==> config.mk <==
export PLATFORM = sky130hd
export DESIGN_NAME = ksts_ctrl
export DESIGN_NICKNAME = d
export VERILOG_FILES = /design/src/hdl/ksts_pkg.sv /design/src/hdl/ksts_ctrl.sv
export SDC_FILE = /design/constraint.sdc
export NUM_CORES = 1
export LEC_CHECK = 0
export ABC_AREA = 1
export BUFFER_PORTS_ARGS = -buffer_cell sky130_fd_sc_hd__buf_2
export CORE_AREA = 2 2 39 41
export CTS_CLUSTER_DIAMETER = 30
export DETAILED_ROUTE_END_ITERATION = 8
export DIE_AREA = 0 0 41 43
export PLACE_DENSITY = 0.56
export SYNTH_ARGS = -nofsm -noshare
export SYNTH_HDL_FRONTEND = slang
export SYNTH_SLANG_ARGS = --single-unit
==> constraint.sdc <==
create_clock -name clk_i -period 1.2 [get_ports clk_i]
set_input_delay 0.18 -clock clk_i [delete_from_list [all_inputs] [get_ports clk_i]]
set_output_delay 0.18 -clock clk_i [all_outputs]
set_load 0.01 [all_outputs]
==> src/hdl/ksts_pkg.sv <==
// shared types and constants for the rank query over two sorted stores
`default_nettype none

package ksts_pkg;

  localparam int DEPTH_FIRST_DEF  = 1024;
  localparam int DEPTH_SECOND_DEF = 1024;

  localparam int FUNC_W      = 2;
  localparam int VALUE_W     = 32;
  localparam int RANK_W      = 11;
  localparam int STATUS_W    = 2;
  localparam int IN_DATA_W   = 48;
  localparam int OUT_DATA_W  = 32;

  typedef enum logic [FUNC_W-1:0] {
    FUNC_CLEAR         = 2'd0,
    FUNC_APPEND_FIRST  = 2'd1,
    FUNC_APPEND_SECOND = 2'd2,
    FUNC_QUERY         = 2'd3
  } func_e;

  typedef enum logic [STATUS_W-1:0] {
    STATUS_OK    = 2'd0,
    STATUS_FULL  = 2'd1,
    STATUS_RANGE = 2'd2
  } status_e;

  typedef struct packed {
    logic load;
    logic exec;
    logic mid_rd;
    logic fin_rd;
    logic step;
    logic fin;
    logic emit;
  } cmd_t;

  typedef struct packed {
    logic is_query;
    logic rank_bad;
    logic len_zero;
    logic out_free;
  } sts_t;

endpackage

`default_nettype wire

==> src/hdl/ksts_ctrl.sv <==
// controller state machine sequencing decode, search passes and result hand-off
`default_nettype none

module ksts_ctrl (
  input  wire logic           clk_i,
  input  wire logic           rst_ni,
  input  wire logic           req_valid_i,
  output logic                req_ready_o,
  input  wire ksts_pkg::sts_t sts_i,
  output ksts_pkg::cmd_t      cmd_o
);
  import ksts_pkg::*;

  typedef enum logic [5:0] {
    ST_IDLE   = 6'b000001,
    ST_DECODE = 6'b000010,
    ST_READ   = 6'b000100,
    ST_STEP   = 6'b001000,
    ST_FINAL  = 6'b010000,
    ST_EMIT   = 6'b100000
  } state_e;

  state_e state_q, state_d;

  always_comb begin
    state_d     = state_q;
    cmd_o       = '0;
    req_ready_o = 1'b0;
    case (state_q)
      ST_IDLE: begin
        req_ready_o = 1'b1;
        if (req_valid_i) begin
          cmd_o.load = 1'b1;
          state_d    = ST_DECODE;
        end
      end
      ST_DECODE: begin
        cmd_o.exec = 1'b1;
        if (sts_i.is_query && !sts_i.rank_bad) begin
          state_d = ST_READ;
        end else begin
          state_d = ST_EMIT;
        end
      end
      ST_READ: begin
        if (sts_i.len_zero) begin
          cmd_o.fin_rd = 1'b1;
          state_d      = ST_FINAL;
        end else begin
          cmd_o.mid_rd = 1'b1;
          state_d      = ST_STEP;
        end
      end
      ST_STEP: begin
        cmd_o.step = 1'b1;
        state_d    = ST_READ;
      end
      ST_FINAL: begin
        cmd_o.fin = 1'b1;
        state_d   = ST_EMIT;
      end
      ST_EMIT: begin
        if (sts_i.out_free) begin
          cmd_o.emit = 1'b1;
          state_d    = ST_IDLE;
        end
      end
      default: begin
        state_d = ST_IDLE;
      end
    endcase
  end

  always_ff @(posedge clk_i or negedge rst_ni) begin
    if (!rst_ni) begin
      state_q <= ST_IDLE;
    end else begin
      state_q <= state_d;
    end
  end

endmodule

`default_nettype wire

==> results of run 1 <==
## cell families after synthesis
| logic type | after synthesis | synth area share, % |
|---|---|---|
| AND/OR/NAND/NOR | 36 | 45.9 |
| buffers and inverters | 15 | 14.2 |
| flip-flops | 6 | 38.1 |
| AO/OA/AOI/OAI | 1 | 1.89 |
## layer usage
layer  part of all wire, %  vias up
li1                      -      224
met1                    39      186
met2                    55        7
met3                   2.8        2
met4                   2.7        0
met5                     0        -
## timing repair
item	CTS	global route
hold endpoints to repair	6	0
pin swaps	2	2
hold buffers	1	0
setup buffers	7	1
setup endpoints to repair	8	10
resized for setup	6	5
## per-stage QoR
| stage | area [um^2] | worst slack (ns) | std cells |
|---|---|---|---|
| 2_1_floorplan | 398 | 0.0885 | 58 |
| 3_3_place_gp | 495 | -0.00951 | 89 |
| 3_5_place_dp | 495 | 0.000626 | 89 |
| 4_1_cts | 601 | -0.216 | 101 |
| 5_1_grt | 617 | -0.329 | 101 |
| 6_report | 617 | -0.215 | 101 |
## area by class of cell
type / instances / area share, %
Clock buffer: 4 / 4.26
Sequential cell: 6 / 24.5
Tap cell: 16 / 3.25
Multi-Input combinational cell: 37 / 34.9
Inverter: 15 / 9.13
Timing Repair Buffer: 23 / 23.9
## power breakdown
group | switching [uW] | internal, uW | leakage, uW
Combinational | 349 | 325 | 0.000291
Sequential | 45.3 | 262 | 0.0000791
Clock | 77.9 | 126 | 0.0000150
## worst max-delay path: stages (launching register included)
cell and delay (ns):
dfrtp_1 0.41, nor2_4 0.18, nand3_1 0.16, inv_1 0.10, buf_2 0.13
## cells in the mapped netlist
| cell type | number | area, um^2 |
|---|---|---|
| nor2_1 | 15 | 56.3 |
| inv_1 | 13 | 48.8 |
| nand2_1 | 7 | 26.3 |
| dfrtp_1 | 5 | 125 |
| nand3_1 | 4 | 20.0 |
| nand2_2 | 3 | 18.8 |
| inv_2 | 2 | 7.51 |
| nand3_2 | 2 | 20.0 |
| nor2_2 | 2 | 12.5 |
| nor2_4 | 2 | 22.5 |
| dfstp_2 | 1 | 26.3 |
| nand4_1 | 1 | 6.26 |
| o211ai_1 | 1 | 7.51 |
## worst min-delay path by stage
stage	start	to	slack, ns	cells after the start
global placement	rst_ni	state_q[5]	0.01	1
CTS	sts_i[1]	state_q[3]	0.11	2
detailed placement	rst_ni	state_q[5]	0.01	1
global route	sts_i[1]	state_q[3]	0.11	2
finish	sts_i[1]	state_q[3]	0.11	2
floorplan	rst_ni	state_q[1]	-0.12	0
==> results.py, run 1 <==
metrics = {
    "run_status": {
        "status": "finished with violations",
        "violations": "negative setup slack",
    },
    "sta": {
        "maxSlewHeadroom_pct": 88.3,
        "period_share_pct": 118,
        "fin_skew_ns": 0.00618,
        "setup_tns_ns": -1.54,
        "fin_hold_ws_ns": 0.113,
        "setup_ws_ns": -0.215,
        "finalCriticalPeriod_ns": 1.41,
        "worst_pin_slew_ns": 0.174,
        "setup_viol_count_final": 9,
        "max_freq_mhz": 707,
        "slew_violations": 0,
        "report.final.hold_viol_count": 0,
        "rsz0062_at_grt": "yes",
    },
    "run": {
        "maxCapViolCount": 0,
    },
    "finish": {
        "largest_register_ffs": 6,
        "mostFrequentLayoutCell": "buf_2",
        "regMostFlops": "state_q",
        "nets": 93,
        "final_util_pct": 44.6,
        "syn_to_final_growth_pct": 55.0,
        "mostFrequentLayoutCells": "buf_2, inv_1, nor2_1, nand2_1, buf_4",
        "ff_latch_area_um2": 151,
        "fillerInstances": 145,
        "multi_input_area_um2": 215,
        "top_regs": "state_q x6",
        "n_antenna_cell": 0,
        "drive_gt1_share_pct": 51.8,
    },
    "setup_path": {
        "required_ns": 1.02,
        "startpoint": "state_q[4]",
        "worstReg2RegStart": "state_q[0]",
        "r2r_slack_ns": -0.11,
        "crit_fanout": 5,
        "crit-reg2reg-capture": "state_q[0]",
        "critPathCaptureType": "output port",
        "critPathKind": "reg2out",
        "endpoint": "cmd_o[5]",
        "reg2reg_depth": 9,
        "start_kind": "flip-flop",
        "arrival_ns": 1.23,
    },
    "drt": {
        "finalWirelength_um": 928,
        "via_per_inst": 4.15,
        "drc_errors": 0,
        "avgRoutedWirePerCell_um": 9.19,
        "drtIter0Drc": 5,
        "ant_nets": 0,
        "dr.pass1.iters": 3,
        "via_count": 419,
    },
    "pwr": {
        "p_leak_uw": 0.000385,
        "power_density_nw_per_um2": 1920,
        "finalPower_uw": 1190,
        "peakVddDrop_v": 0.000648,
    },
    "die": {
        "core_area_um2": 1380,
        "io-pin-count": 15,
        "dieHeight_um": 43,
        "rows": 14,
        "dieArea_um2": 1760,
        "die_w_um": 41,
        "start_util_pct": 28.8,
    },
    "global_route": {
        "grt-ovfl-total": 0,
        "antenna_found_initial": 0,
        "use_met3_pct": 3.14,
        "gr-usage-met2_pct": 22.2,
        "top_usage_layer": "met2",
        "grt_pass1_wl_um": 1610,
        "grt_pass1_vias": 418,
        "grtUsageTotal_pct": 14.3,
        "grt_max_degree": 7,
        "met1_usage_pct": 14.1,
    },
    "synthesis": {
        "synth_nets": 65,
        "synthesis.area_um2": 398,
        "netlist_instances": 58,
        "synth.avg_cell_area_um2": 6.86,
        "yosys_warnings": 0,
        "ys_types": 13,
        "synth-seq-cells": 6,
        "seq_area_frac_synth_pct": 38.1,
    },
    "clocking": {
        "cts_tree": "yes",
        "numCtsBuffers": 3,
        "cts_buffer_depth": 2,
        "cts-htree-levels": 1,
        "cts_sinks": 6,
        "clk_latency_ns": 0.25,
        "cts_root_buffer": "clkbuf_4",
        "clkTransAtPathRegs_ns": 0.05,
    },
    "placement": {
        "gp_congestion": 0.757,
        "place_hpwl_um": 661,
        "numPortBuffers": 14,
    },
    "hold_path": {
        "hp-class": "in2reg",
    },
}
Note: power is estimated with default switching activity, not from simulation.
==> run 2: changes to the inputs <==
--- a/config.mk
+++ b/config.mk
@@ -9,9 +9,11 @@
 export BUFFER_PORTS_ARGS = -buffer_cell sky130_fd_sc_hd__buf_2
 export CORE_AREA = 2 2 39 41
 export CTS_CLUSTER_DIAMETER = 30
+export CTS_CLUSTER_SIZE = 8
 export DETAILED_ROUTE_END_ITERATION = 8
 export DIE_AREA = 0 0 41 43
 export PLACE_DENSITY = 0.56
+export SLEW_MARGIN = 10
 export SYNTH_ARGS = -nofsm -noshare
 export SYNTH_HDL_FRONTEND = slang
 export SYNTH_SLANG_ARGS = --single-unit
==> constraint.sdc (replaced) <==
create_clock -name clk_i -period 1.4 [get_ports clk_i]
set_input_delay 0.21 -clock clk_i [delete_from_list [all_inputs] [get_ports clk_i]]
set_output_delay 0.21 -clock clk_i [all_outputs]
set_load 0.01 [all_outputs]
==> results.py, run 2 (synthesized netlist as in run 1, its figures left out) <==
metrics = {
    "drt": {
        "finalWirelength_um": 947,
        "ant_nets": 0,
        "via_count": 412,
        "via_per_inst": 4.08,
        "drtIter0Drc": 12,
        "dr.pass1.iters": 4,
        "drc_errors": 0,
        "avgRoutedWirePerCell_um": 9.38,
    },
    "sta": {
        "slew_violations": 0,
        "rsz0062_at_grt": "yes",
        "finalCriticalPeriod_ns": 1.49,
        "period_share_pct": 107,
        "maxSlewHeadroom_pct": 84.6,
        "max_freq_mhz": 670,
        "fin_skew_ns": 0.0144,
        "setup_ws_ns": -0.0936,
        "report.final.hold_viol_count": 0,
        "setup_viol_count_final": 7,
        "setup_tns_ns": -0.387,
        "worst_pin_slew_ns": 0.230,
    },
    "die": {
        "start_util_pct": 28.8,
        "io-pin-count": 15,
        "core_area_um2": 1380,
        "dieHeight_um": 43,
        "die_w_um": 41,
        "rows": 14,
        "dieArea_um2": 1760,
    },
    "finish": {
        "regMostFlops": "state_q",
        "nets": 93,
        "top_regs": "state_q x6",
        "mostFrequentLayoutCells": "buf_2, inv_1, nor2_1, buf_4, nand2_1",
        "mostFrequentLayoutCell": "buf_2",
        "largest_register_ffs": 6,
        "syn_to_final_growth_pct": 57.9,
        "stdcell_count": 101,
        "multi_input_area_um2": 228,
        "drive_gt1_share_pct": 52.9,
        "n_antenna_cell": 0,
        "fillerInstances": 134,
        "ff_latch_area_um2": 151,
    },
    "hold_path": {
        "hold_path.startpoint": "sts_i[1]",
        "hp-class": "in2reg",
    },
    "global_route": {
        "grt_pass1_vias": 357,
        "grt_pass1_wl_um": 1440,
        "grt_max_degree": 7,
        "antenna_found_initial": 0,
        "grt-ovfl-total": 0,
        "grtUsageTotal_pct": 12.3,
    },
    "pwr": {
        "peakVddDrop_v": 0.000627,
        "p_leak_uw": 0.000380,
        "power_density_nw_per_um2": 1650,
    },
    "run_status": {
        "violations": "negative setup slack",
        "status": "finished with violations",
    },
    "setup_path": {
        "required_ns": 1.19,
        "worstReg2RegStart": "state_q[4]",
        "critPathCaptureType": "output port",
        "arrival_ns": 1.28,
        "crit_fanout": 5,
        "critPathKind": "reg2out",
        "startpoint": "state_q[4]",
        "start_kind": "flip-flop",
    },
    "clocking": {
        "cts_sinks": 6,
        "cts_buffer_depth": 2,
        "clk_latency_ns": 0.25,
        "cts_root_buffer": "clkbuf_4",
        "clkTransAtPathRegs_ns": 0.06,
        "cts_tree": "yes",
        "cts-htree-levels": 1,
        "numCtsBuffers": 3,
    },
    "placement": {
        "place_hpwl_um": 638,
        "numPortBuffers": 14,
        "placed_cells": 88,
        "post-place-ws_ns": 0.147,
        "gp_congestion": 0.745,
    },
    "run": {
        "maxCapViolCount": 0,
    },
}
## run 2: cell count changes in the layout (fill, tap and decap cells not counted)
cell,change
nand3_4,+2
nand3_2,-2
buf_4,+2
nor2_1,-1
buf_2,-1
nor2_4,-1
nor2_2,+2
buf_6,-1
## run 2: final timing paths
check                           slack, ns  cells after the start    endpoint
worst max register to register       0.06                      8  state_q[0]
min in group asynchronous            0.31                      2  state_q[5]
worst min-delay path                 0.14                      2  state_q[3]
worst max-delay path                -0.09                      4    cmd_o[4]
max in group asynchronous            0.85                      2  state_q[0]
worst min register to register       0.62                      3  state_q[1]
## run 2: where the power goes
part | leakage [uW] | internal (uW) | switching, uW
sequential | 0.0000791 | 224 | 39.9
clock | 0.0000150 | 109 | 71.4
combinational | 0.000286 | 282 | 310
total | 0.000380 | 615 | 421
## run 2: timing repair
item / in CTS / in global routing
hold endpoints to repair: 6 / 0
endpoints found under the setup margin: 6 / 8
setup buffers: 2 / 6
resized for setup: 2 / 10
pin swaps: 0 / 3
hold buffers: 1 / 0
## run 2: per-layer routing
layer / routed length, um / up-vias / GRT usage [%]
li1: - / 223 / -
met3: 31 / 0 / 4.71
met1: 391 / 182 / 17.1
met2: 524 / 7 / 16.3
met4: 0 / 0 / 6.00
met5: 0 / - / 0
## run 2: critical path, stage by stage, from the launching register on
cell and delay, ns:
dfrtp_1 0.42, nor2_4 0.24, nand3_4 0.13, nor2_1 0.10
buf_2 0.13
## run 2: layout make-up
cell class / instances / share of cell area, %
clock buffers: 4 / 4.18
inverters: 15 / 8.96
multi-input cells: 37 / 36.3
flip-flops and latches: 6 / 24.1
well taps: 16 / 3.19
repair buffers: 23 / 23.3
## run 2: stage by stage
stage	power, uW	area [um^2]	hold slack (ns)	util [%]
finish	1040	628	0.144	45.4
global route	1120	628	0.156	45.4
global placement	642	488	0.0435	35.3
detailed placement	643	488	0.0431	35.3
CTS	882	547	0.141	39.5
floorplan	545	398	-0.0856	-
